===== config.mk =====
export PLATFORM = sky130hd
export DESIGN_NAME = pcm_div_step
export DESIGN_NICKNAME = d
export VERILOG_FILES = /design/src/rtl/pcm_pkg.sv /design/src/rtl/pcm_div_step.sv
export SDC_FILE = /design/constraint.sdc
export NUM_CORES = 1
export LEC_CHECK = 0
export BUFFER_PORTS_ARGS = -buffer_cell sky130_fd_sc_hd__buf_2
export CAP_MARGIN = 20
export CORE_ASPECT_RATIO = 0.75
export CORE_MARGIN = 4
export CORE_UTILIZATION = 50
export CTS_BUF_LIST = sky130_fd_sc_hd__clkbuf_2
export DETAILED_ROUTE_END_ITERATION = 6
export PLACE_DENSITY = 0.86
export SYNTH_ARGS = -nofsm -noshare
export SYNTH_HDL_FRONTEND = slang
export SYNTH_SLANG_ARGS = --single-unit

===== constraint.sdc =====
create_clock -name clk -period 17.65 [get_ports clk]
set_clock_uncertainty 0.1 [all_clocks]
set_input_delay 2.6475 -clock clk [delete_from_list [all_inputs] [get_ports clk]]
set_output_delay 2.6475 -clock clk [all_outputs]
set_load 0.1 [all_outputs]

===== src/rtl/pcm_pkg.sv =====
// Package for the 4x4 pixel color matrix: widths, register indexes,
// payload structs and divider stage types. No dependencies.
`timescale 1ns / 1ps
package pcm_pkg;

  localparam int NumCh    = 4;
  localparam int SrcW     = 17;  // byte + signed 16-bit pre-bias
  localparam int ProdW    = 33;  // 17 x 16 signed product
  localparam int AccW     = 36;  // four products plus signed 32-bit post-bias
  localparam int RemW     = AccW - 1;
  localparam int DivW     = 31;
  localparam int DivSteps = 8;
  localparam int CmpW     = DivW + DivSteps;

  localparam logic [7:0] ClampMax = 8'd255;

  localparam logic [2:0] RegCoef0   = 3'd0;
  localparam logic [2:0] RegCoef1   = 3'd1;
  localparam logic [2:0] RegCoef2   = 3'd2;
  localparam logic [2:0] RegCoef3   = 3'd3;
  localparam logic [2:0] RegInBias  = 3'd4;
  localparam logic [2:0] RegOBiasLo = 3'd5;
  localparam logic [2:0] RegOBiasHi = 3'd6;
  localparam logic [2:0] RegDivisor = 3'd7;

  typedef struct packed {
    logic [7:0] in_byte0;
    logic [7:0] in_byte1;
    logic [7:0] in_byte2;
    logic [7:0] in_byte3;
    logic       frame_end;
  } pix_in_t;

  typedef struct packed {
    logic [7:0] out_byte0;
    logic [7:0] out_byte1;
    logic [7:0] out_byte2;
    logic [7:0] out_byte3;
    logic       frame_end_out;
  } pix_out_t;

  typedef struct packed {
    logic [RemW-1:0] rem;
    logic [7:0]      quo;
    logic            clip_lo;
    logic            clip_hi;
  } div_lane_t;

  typedef struct packed {
    div_lane_t [NumCh-1:0] lane;
    logic                  frame_end;
  } div_stage_t;

endpackage


===== src/rtl/pcm_div_step.sv =====
// One restoring-division stage: resolves one quotient bit for all four lanes.
// Depends on pcm_pkg.
`timescale 1ns / 1ps
module pcm_div_step import pcm_pkg::*; (
  input  logic             clk,
  input  logic             rst_n,
  input  logic             load,
  input  logic             in_vld,
  input  div_stage_t       in_stage,
  input  logic [DivW-1:0]  divisor,
  input  logic [2:0]       bit_idx,
  output logic             vld_r,
  output div_stage_t       stage_r
);

  logic [CmpW-1:0] dshift;
  div_stage_t      stage_nxt;
  logic            vld_nxt;

  assign dshift  = {{DivSteps{1'b0}}, divisor} << bit_idx;
  assign vld_nxt = in_vld;

  always_comb begin
    stage_nxt = in_stage;
    for (int i = 0; i < NumCh; i++) begin
      if ({{(CmpW-RemW){1'b0}}, in_stage.lane[i].rem} >= dshift) begin
        stage_nxt.lane[i].rem = RemW'({{(CmpW-RemW){1'b0}}, in_stage.lane[i].rem} - dshift);
        stage_nxt.lane[i].quo = in_stage.lane[i].quo | (8'd1 << bit_idx);
      end
    end
  end

  always_ff @(posedge clk) begin
    if (!rst_n) begin
      vld_r <= 1'b0;
    end else if (load) begin
      vld_r <= vld_nxt;
    end
  end

  always_ff @(posedge clk) begin
    if (load && in_vld) begin
      stage_r <= stage_nxt;
    end
  end

endmodule


### After elaboration in Yosys (flattened, before gate mapping)

Index checks and enable logic that the tools add are counted.

* reduce and logical (&&, ||, !) cells: 1
* add/sub/neg operators: 4
* bitwise gates (word level): 4
* shift operators: 2
* magnitude comparators: 4
* multiplexer cells: 4

Operators with widths (count)
* 2-to-1 mux 43 bit: 4
* greater-or-equal comparator 35 x 39 -> 1 bit: 4
* subtractor 35 bit: 4
* left shift 31 x 3 -> 39 bit: 1
* bitwise OR 8 bit: 4
* left shift 1 x 3 -> 8 bit, first input constant: 1
* logical AND 1 bit: 1

* word-level logic and storage cells: 37
* output and inout bits: 182
* bits in registers: 182
* input port bits: 219

### Logic depth before layout (Yosys ltp)

Gate-level depths: netlist (run 1).

* depth after elaboration: 3
* mapped depth: 18
* mapped depth without buffers: 15

### Worst setup path after synthesis (run 1)

No wires, ideal clock.

* kind: input to register
* from: input in_vld
* to: register stage_r[0] in the netlist's numbering (enable)
* required time: 16987 ps
* library setup time: 563 ps
* buffers on the path: 0
* cell stages on the path: 1
* setup slack: 10209 ps
* arrival time: 6778 ps
* path through: and2_1

* longest elaborated chain between the ends: 1

RTL lines
* start: declaration: RTL line pcm_div_step.sv:8 `input logic in_vld,`
* logical AND 1 bit: RTL line pcm_div_step.sv:42 `if (load && in_vld) begin`
* end signal: assignment: RTL line pcm_div_step.sv:43 `stage_r <= stage_nxt;`
* end: declaration: RTL line pcm_div_step.sv:13 `output div_stage_t stage_r`

Every way passes these cells.
A chain may end at the register's enable or synchronous reset.

==> results of run 1 <==
critical path, cell delays in order:
cell      delay, ns
buf_2          0.74
mux2i_1        0.34
mux2i_1        0.15
mux2i_1        0.82
ha_1           0.45
a21oi_1        0.23
o21ai_0        0.13
nand3_1        0.11
a21oi_1        0.07
a211oi_1       0.28
o31a_4         0.23
a21boi_2       0.07
o21ai_4        0.54
buf_4          0.51
mux2_2         0.40
cell type report:
cell class              count  area share (%)
repair buffers            430            11.7
multi-input cells        1307            54.5
inverters                  44           0.869
well taps                 435            2.86
clock buffers              17           0.448
clock inverters            15           0.829
diodes                      9           0.118
flip-flops and latches    182            28.7
state kept, by name, summed over array words and instances (netlist names):
register  flops
stage_r     181
vld_r         1
per-layer routing:
| layer | share of wire, % | up-vias | global-route usage, % |
|---|---|---|---|
| met2 | 44 | 882 | 47.6 |
| met5 | 0.078 | - | 0 |
| li1 | - | 6920 | - |
| met1 | 43 | 7263 | 43.8 |
| met4 | 2.5 | 8 | 7.88 |
| met3 | 11 | 99 | 8.05 |
power by group through the flow:
stage	Combinational, mW	Clock (mW)	Sequential [mW]
final	1.14	0.235	0.558
after global placement	1.10	0	0.568
after CTS	1.12	0.239	0.559
after detailed placement	1.11	0	0.568
after global routing	1.20	0.257	0.562
after floorplan	0.553	0	0.888
worst max-delay path by stage:
| stage | endpoint | depth (start not counted) | from |
|---|---|---|---|
| after floorplan | stage_r[0]$_DFFE_PP_ | 1 | in_vld |
| after global placement | stage_r[18]$_DFFE_PP_ | 15 | bit_idx[0] |
| after detailed placement | stage_r[14]$_DFFE_PP_ | 15 | bit_idx[0] |
| after CTS | stage_r[14]$_DFFE_PP_ | 15 | bit_idx[0] |
| after global routing | stage_r[14]$_DFFE_PP_ | 15 | bit_idx[2] |
| final | stage_r[14]$_DFFE_PP_ | 15 | bit_idx[1] |
through the flow:
stage	power [mW]	hold WS, ns
finish	1.93	0.533
global route	2.02	0.568
CTS	1.92	0.542
detailed placement	1.68	0.478
global placement	1.67	0.461
floorplan	1.44	0.995
logic make-up after synthesis:
family | Yosys count | synth area share (%)
xor gates and xnor gates | 122 | 6.56
DFF | 182 | 33.5
AOI/OAI and AO/OA | 506 | 20.8
adders and majority gates | 144 | 11.2
buffers and inverters | 115 | 3.23
and+or+nand+nor | 360 | 10.8
muxes | 175 | 13.9
placed cells by master, fill, tap and decap left out, types with 8 or more instances in the layout:
cell type  instances
buf_4             30
a21o_1            87
a21oi_1          166
nor3_1            20
xor2_1            44
nor2_1           100
nor2b_1           22
o211ai_1          10
and4_1             9
o21ai_0           67
mux2_1            12
a31o_2             8
o21bai_1          28
o2111ai_1          8
ha_1             140
nand3_1           35
nand2_1           88
nand4_1           29
buf_2            400
mux2_4            48
diode_2            9
a31oi_1           14
edfxtp_1         181
mux2i_1           52
and3_1            15
clkbuf_2          17
o21a_1            19
a211oi_1          18
mux2_2            47
nand2b_1          15
inv_1             42
mux4_2            16
o31ai_1           10
xnor2_1           78
==> flow_summary_export.csv, run 1 <==
group,metric,value,unit
synth,yosys_warnings,0,
outcome,status,"complete, no violations",
final_layout,fin_nets,2345,
worst_setup_path,end_kind,"register",
synth,netlist.area_leader.share,33.4,%
synth,synthTopCellsByArea,"edfxtp_1 (33%), ha_1 (11%), a21oi_1 (5.1%)",
final_layout,drive_above_1_share,30.5,%
final_layout,register_area,5460,sq um
worst_setup_path,required,18.26,ns
global_routing,grt_pass1_wl,84.4,mm
clocking,cts.sinks,182,
global_routing,grt_max_degree,81,
power,switching_share,50.4,%
sta,grt_setup_unrepaired,"no",
floorplanning,core-area,31700,sq um
worst_setup_path,worstPathArrival,7.76,ns
detailed_routing,drtIter0Drc,1714,
detailed_routing,vias_per_cell,6.22,
synth,syn_area,16300,sq um
worst_setup_path,reg2reg_from,"vld_r$_SDFFE_PN0P_",
detailed_routing,vias,15200,
sta,fin_ws,10.50,ns
clocking,cts_buffer_depth,2,
min_path,min_path_type,"register to register",
detailed_routing,wirelength,57.4,mm
final_layout,fin_area,19000,sq um
detailed_routing,dr.pass1.iters,7,
clocking,clockRootBuffer,"clkbuf_2",
synth,avgSynthCellArea,10.2,sq um
clocking,cts_tree,"done",
sta,period_share,40.5,%
place,place_ws,9.56,ns
power,power_frac_comb,58.9,%
detailed_routing,postRouteAntennaNets,0,
clocking,worstSkewPairLatency,0.89,ns
worst_setup_path,worstPathMaxFanout,46,
power,internal_power,957,uW
synth,synth-edff-count,181,
clocking,cts_resized,0,
synth,synth_common_cells,"edfxtp_1 (181), a21oi_1 (166), ha_1 (140), nor2_1 (100), nand2_1 (88)",
power,p_switching,974,uW
sta,final-hold-violation-count,0,
clocking,clk_pin_slew,0.29,ns
place,gp_congestion,0.970,
clocking,hold_buffers,0,
final_layout,final_cells,2439,
synth,yosysUniqueCellTypes,85,
final_layout,multi_input_area,10300,sq um
synth,synth_nets,1967,
synth,yosysTopAreaCell,"edfxtp_1",
sta,final.setup.tns,0,ns
synth,yosysSeqAreaShare,33.5,%
floorplanning,die_y,164,um
min_path,whs_endpoint,"vld_r$_SDFFE_PN0P_",
worst_setup_path,critPathKind,"input port to register",
power,power_density,102,nW/um^2
detailed_routing,post_drt_wl_per_cell,23.5,um
min_path,worstHoldStart,"vld_r$_SDFFE_PN0P_",
global_routing,grt_pass1_vias,14300,
place,io_buffer_count,400,
sta,slew_viol_final,0,
synth,synth_ff_type,"edfxtp_1",
synth,synth.most_common_cell,"edfxtp_1",
detailed_routing,drc,0,
clocking,post_cts_buffers,0,
floorplanning,ios,401,
floorplanning,die_x,216,um
clocking,cts_buffers,17,
final_layout,final_util,60.0,%
run,maxCapViolCount,0,
place,dp_cells,2397,
worst_setup_path,critPathLaunchType,"input port",
sta,period_minus_slack,7.15,ns
global_routing,antenna_found_initial,11,
min_path,whs_path_depth,2,
worst_setup_path,reg2reg_to,"vld_r$_SDFFE_PN0P_",
floorplanning,num_rows,56,
place,dp_hpwl,45.4,mm
power,p_seq_share,28.9,%
global_routing,grt_overflow,0,
place,place_area,18700,sq um
floorplanning,start_util,51.4,%
worst_setup_path,r2r_cells,2,
synth,synthArstFlopShare,0,%
power,peakVddDrop,0.0845,mV
final_layout,fill_cells,2694,
synth,synth_seq_cells,182,
floorplanning,dieArea,35600,sq um
power,p_leak,8.36,nW
final_layout,syn2layout_area_growth,16.7,%
sta,max_freq,140,MHz
sta,setup-violations-final,0,
synth,post_synth_inst_count,1604,
clocking,htree_levels,4,
global_routing,grt_usage,30.9,%
sta,tightest_slew,1.18,ns
sta,slew_headroom,19.3,%
worst_setup_path,r2r_slack,16.84,ns
power,clkPwrFrac,12.2,%
No activity file was read; power rests on OpenSTA's default activity.
==> run 2, diff against run 1 <==
Settings changed: ABC_AREA set to 1, PLACE_DENSITY 0.86 to 0.87.
Clock period 17.65 ns to 6.28 ns, I/O delays scaled along.
==> run 2 against run 1 <==
Against the previous run: the flow now finishes with violations (design-rule violations); largest power group unchanged; largest cell class unchanged; worst setup slack got worse by 8.5 ns; synthesized area grew 15%; global-route usage increased by 2.2 points; wire length increased by 22%; die area is 14% higher; register-to-register slack lost 11 ns; critical endpoint is now stage_r[77]$_DFFE_PP_; first-iteration DRC count rose by 32%; count of clock-buffer cells in the layout unchanged.
==> flow_summary_export.csv, run 2 <==
group,metric,value,unit
sta,tightest_slew,1.09,ns
place,io_buffer_count,400,
place,gp_congestion,1.06,
final_layout,fin_nets,3699,
sta,final.setup.tns,0,ns
synth,avgSynthCellArea,6.42,sq um
worst_setup_path,worstPathArrival,4.97,ns
sta,final-hold-violation-count,0,
synth,synth-edff-count,181,
synth,synth_nets,3276,
final_layout,final_common_cell,"nand2_1",
floorplanning,die_y,175,um
worst_setup_path,required,6.99,ns
worst_setup_path,crit_start,"bit_idx[0]",
worst_setup_path,reg2reg_from,"vld_r$_SDFFE_PN0P_",
worst_setup_path,r2r_cells,2,
clocking,clk_pin_slew,0.33,ns
global_routing,antenna_found_initial,9,
worst_setup_path,crit_chain,"buf_2 -> buf_4 -> o21ai_0 -> inv_1 -> nor2_1 -> o21ai_0 -> ha_1 -> nand2_1 -> inv_1 -> a21oi_1 -> nand2_2 -> nand2_1 -> nand2_2 -> nand2_2 -> nand2_1 -> nand2_2 -> nand2_4 -> inv_4 -> nand2_1 -> nand2_1",
global_routing,grt_max_degree,76,
global_routing,grt_pass1_vias,18700,
sta,grt_setup_unrepaired,"no",
sta,period_share,67.8,%
clocking,worstSkewPairLatency,0.93,ns
synth,synth_seq_cells,182,
place,place_ws,0.890,ns
detailed_routing,postRouteAntennaNets,0,
final_layout,fin_area,21700,sq um
clocking,clockRootBuffer,"clkbuf_2",
floorplanning,ios,401,
worst_setup_path,crit_end,"stage_r[77]$_DFFE_PP_",
clocking,cts_buffers,17,
power,power_density,251,nW/um^2
synth,synthArstFlopShare,0,%
clocking,cts_buffer_depth,2,
sta,period_minus_slack,4.26,ns
sta,setup-violations-final,0,
synth,syn_area,18700,sq um
final_layout,final_cell_mix,"nand2_1 (1,264), buf_2 (401), inv_1 (394), nor2_1 (202), edfxtp_1 (181)",
clocking,htree_levels,4,
final_layout,largest-register,"stage_r",
detailed_routing,dr.pass1.iters,7,
place,dp_hpwl,57.2,mm
floorplanning,die_x,231,um
synth,synth_ff_type,"edfxtp_1",
synth,synth_common_cells,"nand2_1 (1,264), inv_1 (395), nor2_1 (202), edfxtp_1 (181), nand3_1 (157)",
worst_setup_path,cp_common_cell,"nand2_1",
clocking,cts_resized,0,
final_layout,syn2layout_area_growth,15.9,%
run,maxCapViolCount,0,
outcome,status,"finished, violations left",
detailed_routing,vias,20500,
sta,slew_viol_final,0,
power,p_leak,12.1,nW
detailed_routing,wirelength,69.9,mm
final_layout,reg_top3,"stage_r (181), vld_r (1)",
worst_setup_path,critPathLaunchType,"input port",
worst_setup_path,r2r_slack,5.55,ns
min_path,min_path_type,"input port to register",
final_layout,drive_above_1_share,16.3,%
final_layout,largest_reg_flops,181,
global_routing,grt_pass1_wl,104,mm
detailed_routing,vias_per_cell,5.31,
floorplanning,start_util,50.5,%
clocking,cts.sinks,182,
synth,netlist.area_leader.share,29.1,%
global_routing,grt_usage,33.2,%
synth,yosys_warnings,0,
clocking,cts_tree,"done",
synth,synth.most_common_cell,"nand2_1",
worst_setup_path,reg2reg_to,"vld_r$_SDFFE_PN0P_",
synth,yosysSeqAreaShare,29.2,%
outcome,failed_checks,"design-rule violations",
floorplanning,core-area,37000,sq um
synth,yosysTopAreaCell,"edfxtp_1",
worst_setup_path,cpPeakStageDelay,0.86,ns
global_routing,grt_overflow,0,
min_path,worstHoldStart,"in_stage[5]",
sta,max_freq,235,MHz
sta,slew_headroom,26.5,%
worst_setup_path,end_kind,"register",
synth,yosysUniqueCellTypes,41,
place,place_area,21300,sq um
detailed_routing,drtIter0Drc,2267,
detailed_routing,drc,1,
floorplanning,num_rows,61,
synth,synthTopCellsByArea,"edfxtp_1 (29%), nand2_1 (25%), ha_1 (9.4%)",
worst_setup_path,worstPathMaxFanout,45,
worst_setup_path,critPathKind,"input port to register",
power,peakVddDrop,0.199,mV
floorplanning,dieArea,40600,sq um
sta,fin_ws,2.02,ns
detailed_routing,post_drt_wl_per_cell,18.1,um
synth,post_synth_inst_count,2913,
worst_setup_path,crit_slowest_cell,"o21ai_0",
run 2: cell types whose count changed after synthesis, sizes merged, moves of 22 or more:
| cell | before | now |
|---|---|---|
| inv | 44 | 401 |
| xnor2 | 78 | 4 |
| nand3 | 35 | 158 |
| nand3b | 1 | 36 |
| mux2i | 52 | 3 |
| a21o | 87 | 41 |
| clkbuf | 38 | 11 |
| nor2b | 22 | 0 |
| nand2 | 88 | 1313 |
| mux2 | 107 | 0 |
| nor2 | 100 | 206 |
| o21ai | 74 | 102 |
| a21oi | 167 | 125 |
run 2: critical path, delay by kind of cell:
family                     cells  cell delay, ns
AOI/OAI and AO/OA              3            1.22
adders and majority gates      1            0.44
buffers and inverters          5            1.02
and+or+nand+nor               11            1.31
run 2: final cells by class:
| cell class | instances | area, sq um |
|---|---|---|
| Multi-Input combinational cell | 2281 | 11400 |
| Clock inverter | 15 | 161 |
| Sequential cell | 182 | 5460 |
| Clock buffer | 17 | 85.1 |
| Antenna cell | 11 | 27.5 |
| Fill cell | 3717 | 15400 |
| Tap cell | 504 | 631 |
| Timing Repair Buffer | 453 | 2420 |
| Inverter | 401 | 1520 |
run 2: worst min-delay path by stage:
stage,cells past startpoint,slack (ns),end
6_report,2,0.12,stage_r[5]$_DFFE_PP_
3_5_place_dp,2,0.38,vld_r$_SDFFE_PN0P_
5_1_grt,2,0.03,stage_r[5]$_DFFE_PP_
4_1_cts,1,0.009,stage_r[2]$_DFFE_PP_
3_3_place_gp,2,0.36,vld_r$_SDFFE_PN0P_
2_1_floorplan,2,0.80,vld_r$_SDFFE_PN0P_
run 2: cell families after synthesis:
kind of cell,synth area share [%]
AO/OA/AOI/OAI,8.53
multiplexers,0.161
AND/OR/NAND/NOR,39.1
buffers and inverters,10.1
flip-flops,29.2
adder cells (fa/ha/maj),9.80
XOR/XNOR,3.19
run 2: metrics by stage:
stage               total power, mW  utilization (%)  hold WS (ns)  std cells
global route                   5.75             58.5        0.0271       3861
floorplan                      4.00                -         0.803       2913
detailed placement             4.71             57.5         0.378       3810
finish                         5.44             58.5         0.119       3864
global placement               4.69             57.5         0.360       3809
CTS                            5.38             58.1       0.00906       3842
run 2: timing repair:
action | CTS | global route
hold buffers | 0 | 10
endpoints found under the setup margin | 0 | 0
endpoints found under the hold margin | 0 | 10
setup buffers | 0 | 0
run 2: report_power, final:
group          total (mW)  internal, mW  switching (mW)
Combinational        3.20         0.780            2.42
Clock               0.687         0.166           0.521
Sequential           1.56          1.52          0.0366
Total                5.44          2.47            2.97
run 2: routing by layer:
metal,vias up,global-route usage [%],routed length [um]
li1,10100,-,-
met2,1004,51.6,30500
met3,135,8.90,7220
met5,-,0,0
met1,9228,45.1,29600
met4,0,10.7,2550
==> run 3, diff against run 2 <==
Settings changed: PLACE_DENSITY 0.87 to 0.84.
Clock period 6.28 ns to 4 ns, I/O delays scaled along.
==> run 3 against run 2 <==
Against the previous run: the run now ends clean; final cell count grew 13%; largest power group unchanged; critical path depth grew 3; power grew 73%; register-to-register slack lost 2.9 ns; count of clock-buffer cells in the layout grew 2; core utilization grew 12 points; flip-flop and latch count is the same.
==> flow_summary_export.csv, run 3 (synthesis gave the netlist of run 2 again) <==
group,metric,value,unit
worst_setup_path,required,4.58,ns
sta,tightest_slew,1.21,ns
worst_setup_path,r2r_slack,2.67,ns
sta,final-hold-violation-count,0,
worst_setup_path,crit_start,"bit_idx[0]",
sta,grt_setup_unrepaired,"no",
detailed_routing,post_drt_wl_per_cell,18.0,um
run,maxCapViolCount,0,
floorplanning,die_x,231,um
worst_setup_path,worstPathMaxFanout,19,
worst_setup_path,end_kind,"register",
final_layout,final_common_cell,"nand2_1",
detailed_routing,drtIter0Drc,2430,
final_layout,reg_top3,"stage_r (181), vld_r (1)",
clocking,cts_buffer_depth,2,
place,io_buffer_count,400,
global_routing,grt_usage,37.3,%
sta,period_share,78.4,%
final_layout,drive_above_1_share,22.7,%
worst_setup_path,critPathLaunchType,"input port",
clocking,htree_levels,4,
worst_setup_path,critPathKind,"input port to register",
sta,slew_headroom,18.9,%
final_layout,largest-register,"stage_r",
global_routing,antenna_found_initial,14,
clocking,cts_buffers,17,
sta,max_freq,319,MHz
detailed_routing,drc,0,
sta,hold_ws,0.143,ns
sta,final.setup.tns,0,ns
global_routing,grt_max_degree,63,
worst_setup_path,r2r_cells,3,
detailed_routing,vias_per_cell,5.24,
final_layout,largest_reg_flops,181,
min_path,worstHoldStart,"bit_idx[2]",
place,dp_hpwl,61.3,mm
global_routing,grt_overflow,0,
clocking,cts_tree,"done",
sta,setup-violations-final,0,
global_routing,grt_pass1_wl,118,mm
min_path,whs_endpoint,"stage_r[4]$_DFFE_PP_",
place,gp_congestion,1.01,
global_routing,grt_pass1_vias,21600,
min_path,whs_path_depth,3,
clocking,clk_pin_slew,0.35,ns
power,peakVddDrop,0.322,mV
detailed_routing,vias,22900,
sta,period_minus_slack,3.14,ns
floorplanning,start_util,50.5,%
floorplanning,num_rows,61,
detailed_routing,postRouteAntennaNets,0,
worst_setup_path,worstPathArrival,3.71,ns
final_layout,final_cell_mix,"nand2_1 (1,264), buf_2 (400), inv_1 (394), buf_4 (357), nor2_1 (202)",
detailed_routing,wirelength,78.6,mm
final_layout,syn2layout_area_growth,38.9,%
clocking,worstSkewPairLatency,0.89,ns
power,p_leak,14.4,nW
floorplanning,ios,401,
floorplanning,dieArea,40600,sq um
detailed_routing,dr.pass1.iters,7,
floorplanning,die_y,175,um
sta,slew_viol_final,0,
outcome,status,"complete, no violations",
clocking,cts.sinks,182,
min_path,min_path_type,"input port to register",
floorplanning,core-area,37000,sq um
final_layout,fin_nets,4198,
worst_setup_path,reg2reg_to,"vld_r$_SDFFE_PN0P_",
worst_setup_path,reg2reg_from,"vld_r$_SDFFE_PN0P_",
power,power_density,363,nW/um^2
clocking,clockRootBuffer,"clkbuf_2",
-- run 3: metrics by stage --
step / setup slack (ns) / cell area (sq um) / instances / power, mW / util, %
floorplan: 0.119 / 18700 / 2913 / 6.27 / -
global placement: 0.0486 / 23900 / 4137 / 8.07 / 64.5
detailed placement: 0.0192 / 23900 / 4137 / 8.12 / 64.5
CTS: 1.01 / 25900 / 4351 / 9.26 / 70.0
global route: 0.711 / 26000 / 4365 / 9.92 / 70.1
finish: 0.865 / 26000 / 4365 / 9.42 / 70.1
-- run 3: layout make-up --
| cell class | count | area (sq um) |
|---|---|---|
| multi-input combinational | 2281 | 11400 |
| fill | 3196 | 11100 |
| timing repair buffer | 952 | 6750 |
| sequential | 182 | 5460 |
| inverter | 401 | 1520 |
| tap | 504 | 631 |
| clock inverter | 12 | 121 |
| clock buffer | 19 | 95.1 |
| antenna | 14 | 35.0 |
-- run 3: metal layers --
metal	part of all wire (%)	vias to the layer above	wire, um	track usage (%)
met2	44	1244	34800	59.7
li1	-	11100	-	-
met5	0.018	-	14	0
met4	5.3	2	4150	17.2
met3	10	243	7910	8.38
met1	40	10200	31700	48.3
-- run 3: worst max path at each step --
| stage | cells after the start | to | slack, ns |
|---|---|---|---|
| after floorplan | 2 | stage_r[0]$_DFFE_PP_ | 0.12 |
| after global placement | 21 | stage_r[49]$_DFFE_PP_ | 0.05 |
| after detailed placement | 21 | stage_r[55]$_DFFE_PP_ | 0.02 |
| after CTS | 21 | stage_r[55]$_DFFE_PP_ | 1.01 |
| after global routing | 20 | stage_r[104]$_DFFE_PP_ | 0.71 |
| final | 23 | stage_r[166]$_DFFE_PP_ | 0.86 |
-- run 3: worst max-delay path: stages --
cell and delay [ns]:
buf_2 0.12, buf_4 0.20, nand2_1 0.07, nand2_1 0.07, o21ai_0 0.15, inv_1 0.09, o21ai_0 0.56, buf_4 0.27
ha_1 0.28, nand2_1 0.09, nand2_1 0.06, nand2_1 0.06, nand2_1 0.07, nand2_1 0.07, nand2_1 0.05, a21oi_1 0.14
buf_4 0.15, nand2_2 0.06, nand2_2 0.07, nand2_4 0.08, buf_4 0.21, nand3_1 0.13, nand2_1 0.07
-- run 3: timing repair --
item | 4_1_cts | 5_1_grt
gates resized for setup | 0 | 0
hold buffers | 183 | 0
setup buffers | 0 | 0
hold endpoints to repair | 182 | 0
-- run 3: power breakdown --
group / total, mW / switching [mW] / internal, mW
combinational: 5.94 / 4.02 / 1.92
clock: 1.02 / 0.784 / 0.238
sequential: 2.46 / 0.0668 / 2.39
